$ cat src/hdl/ssmc_pkg.sv
// Shared types and constants for the subarray sum match counter.
package ssmc_pkg;

    localparam int SSMC_TABLE_ENTRIES = 256;

    typedef struct packed {
        logic signed [15:0] sample;
        logic               last;
    } t_in;

    typedef struct packed {
        logic [31:0] match_count;
        logic        table_full;
        logic        final_res;
    } t_out;

    typedef enum logic [2:0] {
        ST_IDLE,
        ST_SUM,
        ST_PREP,
        ST_SCAN,
        ST_UPDATE,
        ST_OUT
    } t_state;

    typedef struct packed {
        logic load;
        logic sum;
        logic prep;
        logic scan;
        logic update;
        logic finish;
    } t_cmd;

    typedef struct packed {
        logic scan_done;
        logic out_free;
    } t_stat;

endpackage

$ cat src/hdl/ssmc_ctrl.sv
// Control state machine: sequences accept, sum, prep, table scan, update and result.
module ssmc_ctrl (
    input  logic           i_clk,
    input  logic           i_rst_n,
    input  logic           i_in_valid,
    output logic           o_in_ready,
    input  ssmc_pkg::t_stat i_stat,
    output ssmc_pkg::t_cmd  o_cmd
);
    import ssmc_pkg::*;

    t_state r_state;
    t_state n_state;

    always_ff @(posedge i_clk) begin
        if (!i_rst_n) begin
            r_state <= ST_IDLE;
        end else begin
            r_state <= n_state;
        end
    end

    always_comb begin
        n_state    = r_state;
        o_cmd      = '0;
        o_in_ready = 1'b0;
        unique case (r_state)
            ST_IDLE: begin
                o_in_ready = 1'b1;
                if (i_in_valid) begin
                    o_cmd.load = 1'b1;
                    n_state    = ST_SUM;
                end
            end
            ST_SUM: begin
                o_cmd.sum = 1'b1;
                n_state   = ST_PREP;
            end
            ST_PREP: begin
                o_cmd.prep = 1'b1;
                n_state    = ST_SCAN;
            end
            ST_SCAN: begin
                o_cmd.scan = 1'b1;
                if (i_stat.scan_done) begin
                    n_state = ST_UPDATE;
                end
            end
            ST_UPDATE: begin
                o_cmd.update = 1'b1;
                n_state      = ST_OUT;
            end
            ST_OUT: begin
                // hold until the output register can take the result
                if (i_stat.out_free) begin
                    o_cmd.finish = 1'b1;
                    n_state      = ST_IDLE;
                end
            end
            default: begin
                n_state = ST_IDLE;
            end
        endcase
    end

endmodule

$ cat config.mk
export PLATFORM = sky130hd
export DESIGN_NAME = ssmc_ctrl
export DESIGN_NICKNAME = d
export VERILOG_FILES = /design/src/hdl/ssmc_pkg.sv /design/src/hdl/ssmc_ctrl.sv
export SDC_FILE = /design/constraint.sdc
export NUM_CORES = 1
export LEC_CHECK = 0
export BUFFER_PORTS_ARGS = -buffer_cell sky130_fd_sc_hd__buf_2
export CORE_AREA = 2 2 39 41
export DETAILED_ROUTE_END_ITERATION = 10
export DIE_AREA = 0 0 41 43
export PLACE_DENSITY = 0.43
export SLEW_MARGIN = 20
export SYNTH_ARGS = -nofsm -noshare
export SYNTH_HDL_FRONTEND = slang
export SYNTH_SLANG_ARGS = --single-unit
$ cat constraint.sdc
create_clock -name i_clk -period 1.35 [get_ports i_clk]
set_input_delay 0.27 -clock i_clk [delete_from_list [all_inputs] [get_ports i_clk]]
set_output_delay 0.27 -clock i_clk [all_outputs]
set_load 0.02 [all_outputs]
==> results of run 1 <==
## logic make-up (layout without fill, tap and decap cells)
logic type,Yosys count,count (layout),share of synthesized area
compound gates,7,7,0.270
flops,3,3,0.254
simple gates,14,14,0.386
buf+inv,3,19,0.0899
## stage by stage
stage               cells  cell area, sq um
floorplan              27               248
global placement       55               332
detailed placement     55               332
CTS                    59               367
global route           59               380
finish                 59               380
## worst min-delay path by stage
stage	start	endpoint	depth (start not counted)
global route	i_stat[1]	r_state[1]	2
finish	i_stat[1]	r_state[1]	2
floorplan	i_rst_n	r_state[2]	2
CTS	i_stat[1]	r_state[1]	2
detailed placement	i_stat[1]	r_state[1]	2
global placement	i_stat[1]	r_state[1]	2
## cells in the final DEF, fill, tap and decap left out
cell and instances:
a21oi_1 3, a31oi_1 1, and2_4 1, and3b_1 1, buf_2 9, buf_4 5, buf_6 1, clkbuf_1 1
clkbuf_4 3, dfxtp_4 3, nand2_1 1, nand2b_1 4, nand4b_1 1, nor2_1 2, nor2b_1 1, nor3_4 1
nor3b_1 1, nor3b_2 1, o21ai_0 1, o21ba_1 1, o41ai_4 1
## timing repair
item                                    4_1_cts  5_1_grt
endpoints found under the setup margin        6        4
gates resized for setup                       5        5
hold endpoints to repair                      0        0
pin swaps                                     0        1
## report_power, final
group          internal, W  total, W  switching, W
registers        0.0000994  0.000124     0.0000250
logic            0.0000751  0.000142     0.0000670
clock network     0.000111  0.000160     0.0000491
## worst max-delay path, cell delays in order, from the launching register on
cell and delay (ns):
dfxtp_4 0.37, nor3_4 0.18, and2_4 0.16, buf_6 0.10
## area by class of cell
class	instances	area (sq um)	share of cell area
clock buffers	4	26.3	0.0691
multi-input cells	21	169	0.444
flip-flops and latches	3	71.3	0.187
well taps	16	20.0	0.0526
repair buffers	15	93.8	0.247
## routing by layer
layer / share of wire / track usage / up-vias
li1: - / - / 127
met1: 0.48 / 0.103 / 110
met2: 0.47 / 0.113 / 6
met3: 0.035 / 0.0157 / 2
met4: 0.012 / 0.100 / 0
met5: 0 / 0 / -
==> results.cfg, run 1 <==
[power_and_ir_drop]
irDropWorstVdd_v = 0.000293
p_leak_nw = 0.171
total_power_w = 0.000427
power_density_nw_per_um2 = 1120

[yosys]
synth_top_area_frac = 0.254
yosys_warnings = 0
synth_sequential_area_ratio = 0.254
post-synth-top-area-cell = dfxtp_1
syn_area_sq_um = 236
ys.flop_type = dfxtp_1
synth_fp_nets = 32
synth_commonest_cells = nand2b_1, a21oi_1, dfxtp_1
ys_top_cells_by_area = dfxtp_1, o41ai_4, nand2b_1
synth_edf_count = 0
async_reset_ff_frac = 0
yosysMostFrequentCell = nand2b_1
synth_cell_types = 17
synth_area_per_cell_sq_um = 8.76
ys_seq_elements = 3
synthCells = 27

[die]
ioPinCount = 12
die_h_microns = 43
start_util = 0.171
rows = 14
core_area_sq_um = 1380
die-area_sq_um = 1760
die_x_microns = 41

[critical_path]
end_kind = output pin
cp_max_fo = 7
r2r_slack_ns = 0.19
ff2ff_path_depth = 3
critical_path_class = flip-flop to output pin
r2r_start = r_state[2]
crit_start = r_state[1]
start_kind = flip-flop
regToRegEndpoint = r_state[0]
cp_data_required_time_ns = 1.08
critPathArrivalTime_ns = 1.04
worstSetupEndpoint = o_cmd[5]

[timing]
rsz0062_at_grt = yes
final.min_clock_period_ns = 1.31
setup_viol_count_final = 0
final.setup.tns_ns = 0
fin_ws_ns = 0.0353
hold_viol_final = 0
maxSlewViolCount = 0
finalCritPeriodShare = 0.974
clock.fmax_mhz = 761
tightestPinTransition_ns = 0.260
clock-skew-final_ns = 0.00426
slew_headroom = 0.826
whs_ns = 0.241

[final_layout]
utilization = 0.275
reg_top3 = r_state x3
antenna_cells = 0
largest_reg_flops = 3
final_nets = 49
top_register = r_state
final.fill_count = 148
drive_above_1_share = 0.581
synthToLayoutAreaGrowth_pct = 60.8

[clock_network]
cts-root-buf = clkbuf_4
postCtsSetupBuffers = 0
clkSinkCount = 3
path_clk_slew_ns = 0.04
numCtsBuffers = 3
insertion_delay_ns = 0.23
htreeDepth = 1
cts_tree = built
hold_buffers = 0
cts.path.max_buffers = 2

[placed_design]
place_ws_ns = 0.102
hpwl_microns = 416
place.gp.congestion = 0.621
portBuffers = 11

[worst_hold_path]
worstHoldPathType = input port to flip-flop

[detailed_routing]
drc = 0
dr.first_iter.drc_count = 7
routed_wl_microns = 575
avgViaCountPerCell = 4.15
ant_nets = 0
firstDrtPassIters = 4
num_vias = 245
wire_per_inst_microns = 9.75

[global_routing]
grt_pass1_wl_microns = 966
grt_pass1_vias = 229
grt_max_degree = 10
gr-total-overflow = 0
grt_usage = 0.0864
antenna_found_initial = 0

[run]
cap_violations = 0

[outcome]
status = complete, no violations
No activity file was read; power rests on OpenSTA's default activity.
==> inputs of run 2 (changes only) <==
PLACE_DENSITY = not set   (was 0.43)
PLACE_DENSITY_LB_ADDON = 0.3   (was not set)
==> run 2 against run 1 <==
Hold slack improved by 0.012 ns. Routed wire length fell by 6.1%. Largest power group unchanged. Cell area rose by 1.3%. Global-route usage fell by 1.5 points. Setup slack improved by 0.0087 ns. Sequential power fell by 6%. Die area did not move.
==> results.cfg, run 2 (synthesis results as in run 1) <==
[outcome]
status = complete, no violations

[final_layout]
final_cell_mix = buf_2, nand2b_1, buf_4
final_nets = 50
largest_reg_flops = 3
synthToLayoutAreaGrowth_pct = 63.0
antenna_cells = 0
final_common_cell = buf_2
stdcell_area_sq_um = 385
top_register = r_state
drive_above_1_share = 0.614
reg_top3 = r_state x3

[detailed_routing]
avgViaCountPerCell = 4.13
ant_nets = 0
dr.first_iter.drc_count = 4
drc = 0
num_vias = 248
wire_per_inst_microns = 9.00
firstDrtPassIters = 4
routed_wl_microns = 540

[critical_path]
critical-path-top-delay-family = flip-flops
critPathArrivalTime_ns = 1.04
critical_path_class = flip-flop to output pin
regToRegEndpoint = r_state[0]
critical_path_buf_inv_count = 1
slowest_delay_ns = 0.35
start_kind = flip-flop
cp_data_required_time_ns = 1.08
r2r_slack_ns = 0.08
ff2ff_path_depth = 4
r2r_start = r_state[2]
path_cells = nor3_4 -> and2_4 -> buf_6
end_kind = output pin
cp_max_fo = 6
cp_slowest_cell = dfxtp_2

[die]
core_area_sq_um = 1380
die_x_microns = 41
die-area_sq_um = 1760
rows = 14
ioPinCount = 12
start_util = 0.171
die_h_microns = 43

[power_and_ir_drop]
total_power_w = 0.000425
p_leak_nw = 0.178
irDropWorstVdd_v = 0.000227
power_density_nw_per_um2 = 1100

[timing]
final.setup.tns_ns = 0
setup_viol_count_final = 0
rsz0062_at_grt = no
finalCritPeriodShare = 0.967
clock-skew-final_ns = 0.00109
slew_headroom = 0.839
final.min_clock_period_ns = 1.31
maxSlewViolCount = 0
clock.fmax_mhz = 766
hold_viol_final = 0
tightestPinTransition_ns = 0.240

[worst_hold_path]
min_from = i_stat[1]
holdPathEnd = r_state[1]
worstHoldPathType = input port to flip-flop
hold_depth = 2

[clock_network]
cts-root-buf = clkbuf_4
cts.path.max_buffers = 2
path_clk_slew_ns = 0.04
clkSinkCount = 3
insertion_delay_ns = 0.23
numCtsBuffers = 3
htreeDepth = 1
cts_tree = built
hold_buffers = 0

[global_routing]
grtUsageMet2 = 0.0938
grt_pass1_vias = 197
met1_usage = 0.0647
grt_max_degree = 10
busiest_layer = met4
grt_usage = 0.0714
met3_usage = 0.0314
gr-total-overflow = 0
grt_pass1_wl_microns = 745
antenna_found_initial = 0

[placed_design]
hpwl_microns = 382
place.gp.congestion = 0.705
post_dp_cell_area_sq_um = 324
portBuffers = 11

[run]
cap_violations = 0
run 2: cell types whose count changed in the layout (fill, tap and decap cells not counted), sizes merged:
| cell | change |
|---|---|
| clkbuf | +1 |
run 2: worst max-delay path by stage:
stage / slack, ns / start / end / cells past startpoint
CTS: 0.002 / r_state[1] / o_cmd[3] / 2
floorplan: 0.01 / r_state[1] / o_cmd[3] / 2
global placement: 0.10 / r_state[2] / r_state[0] / 3
finish: 0.04 / r_state[1] / o_cmd[5] / 3
global route: 0.003 / r_state[1] / o_cmd[5] / 3
detailed placement: 0.12 / r_state[2] / r_state[0] / 3
run 2: routing by layer:
metal | routed length, microns | part of all wire | up-vias
li1 | - | - | 127
met1 | 231 | 0.43 | 113
met2 | 271 | 0.50 | 6
met3 | 18 | 0.033 | 2
met4 | 19 | 0.035 | 0
met5 | 0 | 0 | -
run 2: worst register-to-register path: stages (launching register included):
cell and delay, ns:
dfxtp_4 0.36, buf_4 0.15, buf_4 0.13, o41ai_4 0.34
o21ba_1 0.18
run 2: repair_timing:
action                                  CTS  global route
endpoints found under the setup margin    5             6
gates resized for setup                   4             5
pin swaps                                 0             1
gates cloned                              0             0
hold endpoints to repair                  0             0
buffers inserted                          0             2
run 2: layout make-up:
type | instances | area, sq um
clock buffers | 4 | 26.3
multi-input cells | 21 | 174
fillers | 148 | 998
well taps | 16 | 20.0
repair buffers | 16 | 96.3
flip-flops and latches | 3 | 68.8
run 2: metrics by stage:
stage | util | hold WS [ns] | worst slack (ns) | cells
6_report | 0.278 | 0.253 | 0.0440 | 60
3_3_place_gp | 0.234 | 0.507 | 0.104 | 54
5_1_grt | 0.278 | 0.263 | 0.00286 | 60
4_1_cts | 0.259 | 0.261 | 0.00244 | 58
3_5_place_dp | 0.234 | 0.508 | 0.118 | 54
2_1_floorplan | - | 0.378 | 0.0141 | 27
run 2: where the power goes:
part | internal [W] | switching [W] | total, W
logic | 0.0000752 | 0.0000750 | 0.000150
clock network | 0.000111 | 0.0000467 | 0.000158
registers | 0.0000991 | 0.0000178 | 0.000117
